`src/hw/rtl/rc4_pkg.sv`:
```
// Package for the RC4 stream cipher block: sizes, command codes and register indexes.
// It has no dependencies. rc4_stream_cipher uses it through scoped names.

package rc4_pkg;

    // Permutation and byte sizes.
    localparam int PERM_DEPTH = 256;
    localparam int IDX_W      = 8;
    localparam int BYTE_W     = 8;

    // Key storage: up to 32 bytes, packed into four 64-bit words.
    localparam int MAX_KEY_BYTES = 32;
    localparam int KEY_IDX_W     = 5;
    localparam int KEY_WORDS     = 4;
    localparam int KEY_WORD_W    = 64;
    localparam int KEY_LEN_W     = 6;

    // Configuration port.
    localparam int CFG_INDEX_W = 3;
    localparam int CFG_DATA_W  = 64;

    localparam logic [CFG_INDEX_W-1:0] REG_KEY_LENGTH = 3'd4;

    // Command codes of the input channel.
    localparam int CMD_W = 2;

    localparam logic [CMD_W-1:0] CMD_KEY_SCHEDULE = 2'd0;
    localparam logic [CMD_W-1:0] CMD_CRYPT        = 2'd1;
    localparam logic [CMD_W-1:0] CMD_RESTART      = 2'd2;

    // Key length in use is turned into length minus one, so it indexes key bytes directly.
    localparam logic [KEY_IDX_W-1:0] KEY_LAST_MAX = 5'(MAX_KEY_BYTES - 1);

endpackage

```
`src/hw/rtl/rc4_stream_cipher.sv`:
```
// RC4 stream cipher: sequencer, key registers and the 256-byte permutation memory.
// Depends on rc4_pkg.

// RC4 byte stream cipher with a 256 x 8 permutation held in a single-port-write,
// single-port-read memory with registered read data. Every permutation access goes
// through that one memory port pair under a small sequencer, which sets all timings.
// A crypt (command 1) keeps the input busy through READ_I, READ_J, SWAP_I, SWAP_J,
// FINAL and OUT, and OUT waits for a free output register; a crypt before any key
// schedule goes straight to OUT. The key schedule (command 0) fills the memory with
// the identity and then runs RD_A, CALC, SWAP_A and SWAP_B for each entry before
// the input is ready again. A restart (command 2) and the unused code keep it ready.
// A finished result waits in the output register while the next item is accepted.
// Configuration writes are taken at any time and should only be issued while idle.

module rc4_stream_cipher (
    input  logic                                 aclk,
    input  logic                                 aresetn,

    // Configuration write port.
    input  logic                                 cfg_wr_en,
    input  logic [rc4_pkg::CFG_INDEX_W-1:0]      cfg_index,
    input  logic [rc4_pkg::CFG_DATA_W-1:0]       cfg_wr_data,

    // Input channel.
    input  logic                                 s_valid,
    output logic                                 s_ready,
    input  logic [rc4_pkg::CMD_W-1:0]            s_command,
    input  logic [rc4_pkg::BYTE_W-1:0]           s_data_in,

    // Result channel.
    output logic                                 m_valid,
    input  logic                                 m_ready,
    output logic [rc4_pkg::BYTE_W-1:0]           m_data_out,
    output logic                                 m_not_keyed
);

    typedef enum logic [3:0] {
        ST_IDLE,
        ST_KS_INIT,
        ST_KS_RD_A,
        ST_KS_CALC,
        ST_KS_SWAP_A,
        ST_KS_SWAP_B,
        ST_C_READ_I,
        ST_C_READ_J,
        ST_C_SWAP_I,
        ST_C_SWAP_J,
        ST_C_FINAL,
        ST_C_OUT
    } state_t;

    state_t state_reg;

    // Configuration registers.
    logic [rc4_pkg::KEY_WORDS-1:0][rc4_pkg::KEY_WORD_W-1:0] key_word_reg;
    logic [rc4_pkg::KEY_LEN_W-1:0]                          key_length_reg;

    // Cipher state.
    logic [rc4_pkg::IDX_W-1:0]     i_reg;
    logic [rc4_pkg::IDX_W-1:0]     j_reg;
    logic                          keyed_reg;

    // Key schedule counters.
    logic [rc4_pkg::IDX_W-1:0]     a_reg;
    logic [rc4_pkg::IDX_W-1:0]     b_reg;
    logic [rc4_pkg::KEY_IDX_W-1:0] kidx_reg;

    // Working registers of one transaction.
    logic [rc4_pkg::BYTE_W-1:0]    si_reg;
    logic [rc4_pkg::BYTE_W-1:0]    sj_reg;
    logic [rc4_pkg::BYTE_W-1:0]    data_reg;
    logic                          byp_reg;
    logic [rc4_pkg::BYTE_W-1:0]    res_data_reg;
    logic                          res_nk_reg;

    // Output register.
    logic                          m_valid_reg;
    logic [rc4_pkg::BYTE_W-1:0]    m_data_reg;
    logic                          m_nk_reg;

    // Permutation memory.
    logic [rc4_pkg::BYTE_W-1:0]    perm_mem [rc4_pkg::PERM_DEPTH];
    logic [rc4_pkg::BYTE_W-1:0]    mem_rdata_reg;
    logic                          mem_we;
    logic [rc4_pkg::IDX_W-1:0]     mem_waddr;
    logic [rc4_pkg::BYTE_W-1:0]    mem_wdata;
    logic [rc4_pkg::IDX_W-1:0]     mem_raddr;

    logic [rc4_pkg::BYTE_W-1:0]    key_byte;
    logic [rc4_pkg::KEY_IDX_W-1:0] key_last;
    logic [rc4_pkg::IDX_W-1:0]     b_next;
    logic [rc4_pkg::IDX_W-1:0]     j_next;
    logic [rc4_pkg::IDX_W-1:0]     ks_addr;
    logic [rc4_pkg::BYTE_W-1:0]    ks_byte;
    logic                          s_accept;
    logic                          out_free;

    assign s_ready     = (state_reg == ST_IDLE);
    assign s_accept    = s_valid && s_ready;
    assign out_free    = !m_valid_reg || m_ready;
    assign m_valid     = m_valid_reg;
    assign m_data_out  = m_data_reg;
    assign m_not_keyed = m_nk_reg;

    // Last key byte index in use: a length of zero counts as one, long keys saturate.
    always_comb begin
        if (key_length_reg == '0) begin
            key_last = '0;
        end else if (key_length_reg > rc4_pkg::KEY_LEN_W'(rc4_pkg::MAX_KEY_BYTES)) begin
            key_last = rc4_pkg::KEY_LAST_MAX;
        end else begin
            key_last = rc4_pkg::KEY_IDX_W'(key_length_reg - 1'b1);
        end
    end

    // Key byte selected by the cyclic key counter.
    assign key_byte = key_word_reg[kidx_reg[rc4_pkg::KEY_IDX_W-1:3]][{kidx_reg[2:0], 3'b000} +: 8];

    // Index arithmetic, all modulo 256.
    assign b_next  = b_reg + mem_rdata_reg + key_byte;
    assign j_next  = j_reg + mem_rdata_reg;
    assign ks_addr = si_reg + sj_reg;
    assign ks_byte = byp_reg ? si_reg : mem_rdata_reg;

    // Memory port control for each sequencer step.
    always_comb begin
        mem_we    = 1'b0;
        mem_waddr = a_reg;
        mem_wdata = a_reg;
        mem_raddr = a_reg;
        case (state_reg)
            ST_KS_INIT: begin
                mem_we = 1'b1;
            end
            ST_KS_RD_A: begin
                mem_raddr = a_reg;
            end
            ST_KS_CALC: begin
                mem_raddr = b_next;
            end
            ST_KS_SWAP_A: begin
                mem_we    = 1'b1;
                mem_waddr = a_reg;
                mem_wdata = mem_rdata_reg;
            end
            ST_KS_SWAP_B: begin
                mem_we    = 1'b1;
                mem_waddr = b_reg;
                mem_wdata = si_reg;
            end
            ST_C_READ_I: begin
                mem_raddr = i_reg;
            end
            ST_C_READ_J: begin
                mem_raddr = j_next;
            end
            ST_C_SWAP_I: begin
                mem_we    = 1'b1;
                mem_waddr = i_reg;
                mem_wdata = mem_rdata_reg;
            end
            ST_C_SWAP_J: begin
                mem_we    = 1'b1;
                mem_waddr = j_reg;
                mem_wdata = si_reg;
                mem_raddr = ks_addr;
            end
            default: begin
                mem_we = 1'b0;
            end
        endcase
    end

    // Permutation memory: one write and one registered read per cycle.
    always_ff @(posedge aclk) begin
        if (mem_we) begin
            perm_mem[mem_waddr] <= mem_wdata;
        end
        mem_rdata_reg <= perm_mem[mem_raddr];
    end

    // Sequencer, cipher state, configuration and output register.
    always_ff @(posedge aclk) begin
        if (!aresetn) begin
            state_reg      <= ST_IDLE;
            key_word_reg   <= '0;
            key_length_reg <= rc4_pkg::KEY_LEN_W'(1);
            i_reg          <= '0;
            j_reg          <= '0;
            keyed_reg      <= 1'b0;
            m_valid_reg    <= 1'b0;
        end else begin
            // Configuration writes; indexes past the key length register are ignored.
            if (cfg_wr_en) begin
                if (cfg_index < rc4_pkg::CFG_INDEX_W'(rc4_pkg::KEY_WORDS)) begin
                    key_word_reg[cfg_index[1:0]] <= cfg_wr_data;
                end else if (cfg_index == rc4_pkg::REG_KEY_LENGTH) begin
                    key_length_reg <= cfg_wr_data[rc4_pkg::KEY_LEN_W-1:0];
                end
            end

            // The downstream side takes the waiting result; a result handed over in
            // the same cycle sets the register again below.
            if (m_valid_reg && m_ready && state_reg != ST_C_OUT) begin
                m_valid_reg <= 1'b0;
            end

            case (state_reg)
                ST_IDLE: begin
                    if (s_accept) begin
                        data_reg <= s_data_in;
                        case (s_command)
                            rc4_pkg::CMD_KEY_SCHEDULE: begin
                                a_reg     <= '0;
                                state_reg <= ST_KS_INIT;
                            end
                            rc4_pkg::CMD_CRYPT: begin
                                if (keyed_reg) begin
                                    i_reg     <= i_reg + 1'b1;
                                    state_reg <= ST_C_READ_I;
                                end else begin
                                    res_data_reg <= s_data_in;
                                    res_nk_reg   <= 1'b1;
                                    state_reg    <= ST_C_OUT;
                                end
                            end
                            rc4_pkg::CMD_RESTART: begin
                                i_reg <= '0;
                                j_reg <= '0;
                            end
                            default: begin
                                state_reg <= ST_IDLE;
                            end
                        endcase
                    end
                end

                // Fill the permutation with the identity.
                ST_KS_INIT: begin
                    a_reg <= a_reg + 1'b1;
                    if (a_reg == rc4_pkg::IDX_W'(rc4_pkg::PERM_DEPTH - 1)) begin
                        b_reg     <= '0;
                        kidx_reg  <= '0;
                        state_reg <= ST_KS_RD_A;
                    end
                end

                ST_KS_RD_A: begin
                    state_reg <= ST_KS_CALC;
                end

                // S[a] is here: step b and fetch S[b].
                ST_KS_CALC: begin
                    si_reg    <= mem_rdata_reg;
                    b_reg     <= b_next;
                    state_reg <= ST_KS_SWAP_A;
                end

                ST_KS_SWAP_A: begin
                    state_reg <= ST_KS_SWAP_B;
                end

                // Second half of the swap; move to the next entry and key byte.
                ST_KS_SWAP_B: begin
                    a_reg    <= a_reg + 1'b1;
                    kidx_reg <= (kidx_reg == key_last) ? '0 : kidx_reg + 1'b1;
                    if (a_reg == rc4_pkg::IDX_W'(rc4_pkg::PERM_DEPTH - 1)) begin
                        i_reg     <= '0;
                        j_reg     <= '0;
                        keyed_reg <= 1'b1;
                        state_reg <= ST_IDLE;
                    end else begin
                        state_reg <= ST_KS_RD_A;
                    end
                end

                ST_C_READ_I: begin
                    state_reg <= ST_C_READ_J;
                end

                // S[i] is here: step j and fetch S[j].
                ST_C_READ_J: begin
                    si_reg    <= mem_rdata_reg;
                    j_reg     <= j_next;
                    state_reg <= ST_C_SWAP_I;
                end

                ST_C_SWAP_I: begin
                    sj_reg    <= mem_rdata_reg;
                    state_reg <= ST_C_SWAP_J;
                end

                // The keystream read goes out with the write of S[j]; when it hits j the
                // memory still returns the old value, so the new one is forwarded.
                ST_C_SWAP_J: begin
                    byp_reg   <= (ks_addr == j_reg);
                    state_reg <= ST_C_FINAL;
                end

                ST_C_FINAL: begin
                    res_data_reg <= data_reg ^ ks_byte;
                    res_nk_reg   <= 1'b0;
                    state_reg    <= ST_C_OUT;
                end

                // Hand the result to the output register once it is free.
                ST_C_OUT: begin
                    if (out_free) begin
                        m_valid_reg <= 1'b1;
                        m_data_reg  <= res_data_reg;
                        m_nk_reg    <= res_nk_reg;
                        state_reg   <= ST_IDLE;
                    end
                end

                default: begin
                    state_reg <= ST_IDLE;
                end
            endcase
        end
    end

`ifndef SYNTH
    // A keyed result can only come out once a key schedule has completed.
    assert property (@(posedge aclk) disable iff (!aresetn)
        (m_valid && !m_not_keyed) |-> keyed_reg)
        else $error("keyed result without a completed key schedule");

    // A key schedule transaction keeps the input busy in the next cycle.
    assert property (@(posedge aclk) disable iff (!aresetn)
        (s_valid && s_ready && s_command == rc4_pkg::CMD_KEY_SCHEDULE) |=> !s_ready)
        else $error("input ready right after a key schedule was accepted");

    // A restart transaction clears both counters.
    assert property (@(posedge aclk) disable iff (!aresetn)
        (s_valid && s_ready && s_command == rc4_pkg::CMD_RESTART)
            |=> (i_reg == '0 && j_reg == '0))
        else $error("counters not cleared by restart");

    // The permutation is never written while the sequencer is idle.
    assert property (@(posedge aclk) disable iff (!aresetn)
        mem_we |-> (state_reg != ST_IDLE))
        else $error("permutation write while idle");

    // A new result never overwrites one that is still waiting.
    assert property (@(posedge aclk) disable iff (!aresetn)
        (m_valid && !m_ready) |=> (!$rose(state_reg == ST_IDLE) || $past(state_reg) != ST_C_OUT))
        else $error("waiting result overwritten");
`endif

endmodule

```
`config.mk`:
```
export PLATFORM = sky130hd
export DESIGN_NAME = rc4_stream_cipher
export DESIGN_NICKNAME = d
export VERILOG_FILES = /design/src/hw/rtl/rc4_pkg.sv /design/src/hw/rtl/rc4_stream_cipher.sv
export SDC_FILE = /design/constraint.sdc
export NUM_CORES = 2
export LEC_CHECK = 0
export BUFFER_PORTS_ARGS = -buffer_cell sky130_fd_sc_hd__buf_4
export CAP_MARGIN = 20
export CORE_AREA = 3 3 412 414
export CTS_CLUSTER_DIAMETER = 120
export DETAILED_ROUTE_END_ITERATION = 10
export DIE_AREA = 0 0 415 417
export HOLD_SLACK_MARGIN = 0.08
export MAX_ROUTING_LAYER = met4
export PLACE_DENSITY = 0.78
export SLEW_MARGIN = 20
export SYNTH_ARGS = -nofsm -noshare
export SYNTH_HDL_FRONTEND = slang
export SYNTH_SLANG_ARGS = --single-unit
```
`constraint.sdc`:
```
create_clock -name aclk -period 11.75 [get_ports aclk]
set_clock_uncertainty 0.1 [all_clocks]
set_input_delay 3.525 -clock aclk [delete_from_list [all_inputs] [get_ports aclk]]
set_output_delay 3.525 -clock aclk [all_outputs]
set_load 0.005 [all_outputs]
```
### Word level (Yosys, flattened, before mapping)

Memory sizes are Yosys's and may differ from the RTL's. A register that Yosys moved wholly into a read port is not among the register bits.
Cells that the tools add are included.

* $lt $le $gt $ge: 5
* shift operators: 1
* add/sub/neg operators: 8
* equal/unequal tests: 29
* reductions and logical operators: 35
* bitwise logic cells: 2
* mux-type cells: 47

Operator list (number)
* $bwmux 256: 1
* $bmux 64 s2: 1
* $demux 64 s2: 1
* $mux 64: 2
* $pmux 8 s2: 6
* $mux 8: 11
* $shiftx 64x7->8: 1
* $pmux 4 s12: 1
* $pmux 8 s3: 2
* $add 8x8->8: 4
* $pmux 8 s4: 1
* $mux 5: 4
* $add 8x1->8 const B: 2
* $eq 4x3->1 const B: 4
* $eq 4x4->1 const B: 4
* $mux 4: 4
* $reduce_and 3->1: 5
* $pmux 4 s3: 1
* $reduce_and 4->1: 3
* $ne 2x2->1 const B: 5
* $pmux 5 s2: 1
* $reduce_and 2->1: 5
* $reduce_and 5->1: 2
* $reduce_bool 2->1: 5
* other kinds (32): 51

* memories kept: 1
* flip-flop bits (word level): 348
* input bits: 82
* word-level logic and storage cells: 149
* memory bits (writable): 2048

Memory list
* perm_mem: depth 256, bits a word 8, rd ports 1, clocked after Yosys merged registers in 1, write ports 1, RTL line rc4_stream_cipher.sv:82 `logic [rc4_pkg::BYTE_W-1:0] perm_mem [rc4_pkg::PERM_DEPTH];`

### Depth between registers and ports, before layout

* depth after elaboration: 6
* depth in mapped cells: 25
* depth with buffers taken out: 18

### Worst setup path after synthesis

OpenSTA, ideal clock, no wires.

* kind: reg-to-reg
* start: register state_reg[0]
* end: memory perm_mem[0][6] (netlist name) (data pin)
* period minus slack after synthesis: 10.092 ns
* setup slack: 1.658 ns
* required time: 10.071 ns
* arrival: 8.413 ns
* stages on the path, launching flop included: 7
* buffers on the path: 4
* library setup time: 1.579 ns
* cell sequence: dfxtp_1 -> buf_2 -> buf_2 -> clkbuf_1 -> buf_1 -> mux2i_1 -> a21oi_1

* cells in the longest elaborated chain, start to end: 3
* elaborated cells on any way between the ends: 7
* those cells by class: eq/ne (4); mux (1); reduce/logical (2)

RTL lines
* start: declaration: RTL line rc4_stream_cipher.sv:52 `state_t state_reg;`
* start signal: assignment: RTL line rc4_stream_cipher.sv:185 `state_reg <= ST_IDLE;`
* start signal: assignment: RTL line rc4_stream_cipher.sv:215 `state_reg <= ST_KS_INIT;`
* start signal: assignment: RTL line rc4_stream_cipher.sv:220 `state_reg <= ST_C_READ_I;`
* $eq 4x3->1 or $eq 4x4->1 (tied branches): RTL line rc4_stream_cipher.sv:131 `case (state_reg)`
* $reduce_or 2->1 (no line)
* $pmux 8 s2 (*): RTL line rc4_stream_cipher.sv:131
* net mem_wdata, one bit: RTL line rc4_stream_cipher.sv:86 `logic [rc4_pkg::BYTE_W-1:0] mem_wdata;`
* end: declaration: RTL line rc4_stream_cipher.sv:82

Mark *: on every way through the listed nets, which the timed path passes. The rest lies on a longest branch.

### Final worst setup path

* start: register kidx_reg[3] (netlist name)
* end: register mem_rdata_reg[2] (netlist name) (read register of perm_mem)

* cells in the longest elaborated chain, start to end: 5

RTL lines
* start: declaration: RTL line rc4_stream_cipher.sv:66 `logic [rc4_pkg::KEY_IDX_W-1:0] kidx_reg;`
* start signal: assignment: RTL line rc4_stream_cipher.sv:266 `kidx_reg <= (kidx_reg == key_last) ? '0 : kidx_reg + 1'b1;`
* $bmux 64 s2: RTL line rc4_stream_cipher.sv:117 `assign key_byte = key_word_reg[kidx_reg[rc4_pkg::KEY_IDX_W-1:3]][{kidx_reg[2:0], 3'b000} +: 8];`
* $mux 64 (not written as such): RTL line rc4_stream_cipher.sv:117
* $shiftx 64x7->8: RTL line rc4_stream_cipher.sv:117
* $add 8x8->8: RTL line rc4_stream_cipher.sv:120 `assign b_next = b_reg + mem_rdata_reg + key_byte;`
* net b_next, one bit: RTL line rc4_stream_cipher.sv:91 `logic [rc4_pkg::IDX_W-1:0] b_next;`
* $pmux 8 s4: RTL line rc4_stream_cipher.sv:131
* end: declaration: RTL line rc4_stream_cipher.sv:83 `logic [rc4_pkg::BYTE_W-1:0] mem_rdata_reg;`

The timed path passes the listed nets, and every way through them passes these cells. The select of a mux whose other input is x is not followed.
A chain may end at the register's enable or synchronous reset.

==> flow_metrics.py <==
metrics = {
    "placement": {
        "gpl.final_weighted_congestion": 0.943,
        "dp_hpwl_microns": 163000,
        "postPlaceCellArea_sq_um": 102000,
        "dpl.cell_count": 9605,
        "placement.io_buffers": 92,
        "preCtsSetupSlack_ns": 3.51,
    },
    "yosys": {
        "synth_warnings": 0,
        "synth_sequential_area_ratio_pct": 69.4,
        "synthArstFlopShare_pct": 0,
        "synthDistinctLibCells": 95,
        "synth.avg_cell_area_sq_um": 12.9,
        "mappedNetlistArea_sq_um": 99800,
        "synth_edf_count": 2112,
        "postSynthCellCount": 7748,
        "mapped_nets": 7865,
        "dominantRegCellSynth": "sky130_fd_sc_hd__edfxtp_1",
        "yosys_register_bits": 2404,
    },
    "die": {
        "dieHeight_microns": 417,
        "io_pins": 93,
        "start_util_pct": 59.9,
        "dieArea_sq_um": 173000,
        "die_width_microns": 415,
        "fp.coreArea_sq_um": 167000,
        "num_rows": 150,
    },
    "cts": {
        "tritoncts.num_buffers": 222,
        "clock_tree.buffer_depth": 3,
        "clock_insertion_delay_worst_skew_ns": 0.92,
        "cts_htree_levels": 4,
        "post_cts_resize_count": 0,
        "cts_tree": "built",
        "cts_hold_repair.buffers": 0,
        "root_buffer": "sky130_fd_sc_hd__clkbuf_16",
        "clock_sinks": 2404,
        "postCtsSetupBuffers": 0,
        "cts.clk_slew.worst_paths_ns": 0.06,
    },
    "timing": {
        "timing_hold_violations_final": 0,
        "final.period_utilization_pct": 71.6,
        "final-max-slew-violation-count": 0,
        "fin_setup_tns_ns": 0,
        "postLayoutSetupSlackWorst_ns": 3.34,
        "finalCriticalPeriod_ns": 8.41,
        "max_freq_mhz": 119,
        "grt_setup_unrepaired": "no",
        "setup_viol": 0,
        "worstMarginPinSlew_ns": 1.28,
        "worst_slew_margin_rel_pct": 14.5,
    },
    "worst_setup_path": {
        "worst_path_largest_cell_delay_ns": 1.02,
        "data_required_time_of_the_critical_path_ns": 12.45,
        "worst-setup-path-type": "reg -> reg",
        "worst_path_most_repeated_cell": "sky130_fd_sc_hd__mux4_2",
        "cpMaxStageDelayCell": "sky130_fd_sc_hd__edfxtp_1",
        "crit_buf_inv": 2,
        "worstSetupStartpointType": "flip-flop",
        "crit_path_end_kind": "flip-flop",
        "kind_of_cell_adding_the_most_delay_to_the_critical_path": "compound AO/OA/AOI/OAI gates",
        "timing.critical_path.arrival_ns": 9.11,
        "path_cells": "buf_4 > mux4_2 > mux4_2 > mux2_2 > fa_1 > nand3b_1 > a32o_4 > nand2_8 > buf_12 > a211oi_1 > a311oi_1 > a31oi_1 > a21oi_1 > o31ai_1 > o22ai_1 > or4_1",
        "cp_max_fo": 142,
    },
    "cells_and_area": {
        "finalInstanceArea_sq_um": 109000,
        "largest_register_ffs": 2048,
        "layout.cells.most_common": "sky130_fd_sc_hd__edfxtp_1",
        "synthToLayoutAreaGrowth_pct": 9.48,
        "nNetsFinal": 7743,
        "filler_cell_count": 11321,
        "layout-drive-gt1-share_pct": 9.15,
        "layout.cells.most_common_list": "2112 x sky130_fd_sc_hd__edfxtp_1, 1925 x sky130_fd_sc_hd__nand2_1, 506 x sky130_fd_sc_hd__nand3_1",
        "final_cells": 10047,
    },
    "power": {
        "p_comb_share_pct": 29.5,
        "vdd_ir_drop_max_v": 0.000256,
        "p_leak_nw": 36.1,
        "clockPowerShare_pct": 29.2,
        "p_per_area_nw_per_um2": 228,
        "p_sw_share_pct": 35.7,
        "netSwitchingPower_mw": 8.89,
        "intPower_mw": 16.0,
        "p_seq_share_pct": 41.3,
    },
    "route": {
        "wl_per_cell_microns": 28.7,
        "drt_drc_violations_left": 0,
        "routed-via-count": 67557,
        "detail_route.vias_per_cell": 6.72,
        "wl_microns": 289000,
        "ant_nets": 0,
        "detailedRoute.firstIterationViolations": 11491,
        "first_pass_iters": 7,
    },
    "worst_hold_path": {
        "holdCritPathClass": "reg -> reg",
    },
    "grt": {
        "grt_overflow_total": 0,
        "global_route.usage.total_pct": 33.8,
        "grt_start_max_net_pins": 225,
        "grt_pass1_vias": 63958,
        "grt_pass1_wl_microns": 422000,
        "antenna_violations_before_repair": 14,
    },
    "job": {
        "cap_violations": 0,
    },
    "status": {
        "status": "completed",
    },
}
[cell families (layout without fill, tap and decap cells)]
family | count (synthesis) | after routing | synth area share, %
other | 0 | 21 | 0
buffers and inverters | 571 | 645 | 2.96
multiplexers | 326 | 326 | 4.73
AO/OA/AOI/OAI | 1200 | 1200 | 8.64
AND/OR/NAND/NOR | 3163 | 3163 | 13.4
XOR/XNOR | 48 | 48 | 0.421
adder cells (fa/ha/maj) | 36 | 36 | 0.524
flip-flops | 2404 | 2404 | 69.4
[through the flow]
stage	util, %	total power [mW]	hold WS [ns]
2_1_floorplan	-	15.2	0.300
3_3_place_gp	61.1	17.3	0.302
3_5_place_dp	61.1	17.5	0.307
4_1_cts	65.5	24.6	0.320
5_1_grt	65.6	25.5	0.326
6_report	65.6	24.9	0.321
[synthesized netlist by cell type (all sizes together), types with 18 or more instances]
cell type     n  share of area, %
mux4        116               2.6
mux2i       202               2.0
a221oi       72              0.64
ha           25              0.31
a311oi       87              0.76
a31oi       117              0.73
xnor2        27              0.24
a21boi      261               2.0
clkbuf      212              0.80
xor2         21              0.18
nor3         58              0.29
a211oi       93              0.73
nor2b        22              0.14
nand2      1928               7.3
nand3       520               2.6
o21ai        82              0.41
nor2        397               1.5
dfxtp       292               5.9
a21oi       207               1.0
a32oi        54              0.47
a22oi        18              0.14
buf         341               2.1
edfxtp     2112                64
o22ai        40              0.25
and3        136              0.85
[final timing paths]
kind,from,to,slack [ns],cells past startpoint
min reg2reg,res_data_reg[2]$_DFFE_PP_,m_data_out[2]$_DFFE_PP_,0.32,0
max reg2reg,kidx_reg[3]$_SDFFCE_PP0P_,mem_rdata_reg[2]$_DFF_P_,3.34,16
max,kidx_reg[3]$_SDFFCE_PP0P_,mem_rdata_reg[2]$_DFF_P_,3.34,16
min,res_data_reg[2]$_DFFE_PP_,m_data_out[2]$_DFFE_PP_,0.32,0
[layout make-up]
| class | count | area (sq um) | share of cell area, % |
|---|---|---|---|
| Antenna cell | 21 | 52.6 | 0.0481 |
| Clock buffer | 283 | 5830 | 5.33 |
| Clock inverter | 137 | 1580 | 1.44 |
| Inverter | 18 | 67.6 | 0.0618 |
| Multi-Input combinational cell | 4773 | 28000 | 25.6 |
| Sequential cell | 2404 | 69300 | 63.4 |
| Tap cell | 2204 | 2760 | 2.52 |
| Timing Repair Buffer | 207 | 1820 | 1.66 |
[worst reg2reg max path, delay by kind of cell, from the launching register on]
kind / cells / cell delay [ns]
fa+ha+maj: 1 / 0.50
compound gates: 7 / 2.64
buf+inv: 2 / 1.43
flops: 1 / 1.02
mux: 3 / 1.24
simple gates: 3 / 1.43
[power by group through the flow]
| stage | sequential (mW) | combinational (mW) | clock (mW) |
|---|---|---|---|
| finish | 10.3 | 7.35 | 7.28 |
| global route | 10.3 | 7.60 | 7.61 |
| CTS | 10.3 | 7.05 | 7.28 |
| floorplan | 10.7 | 4.43 | 0 |
| detailed placement | 10.5 | 7.00 | 0 |
| global placement | 10.5 | 6.84 | 0 |
[routing by layer]
layer  part of all wire, %  up-vias  wire length, microns  GRT usage (%)
met5                     0        -                     0              -
met4                   5.2        0                 14900           15.7
met3                    15      956                 42700           10.7
met2                    45     5314                130000           48.9
met1                    35    32801                101000           43.8
li1                      -    28486                     -              -
Power figures use the tool's default switching activity.
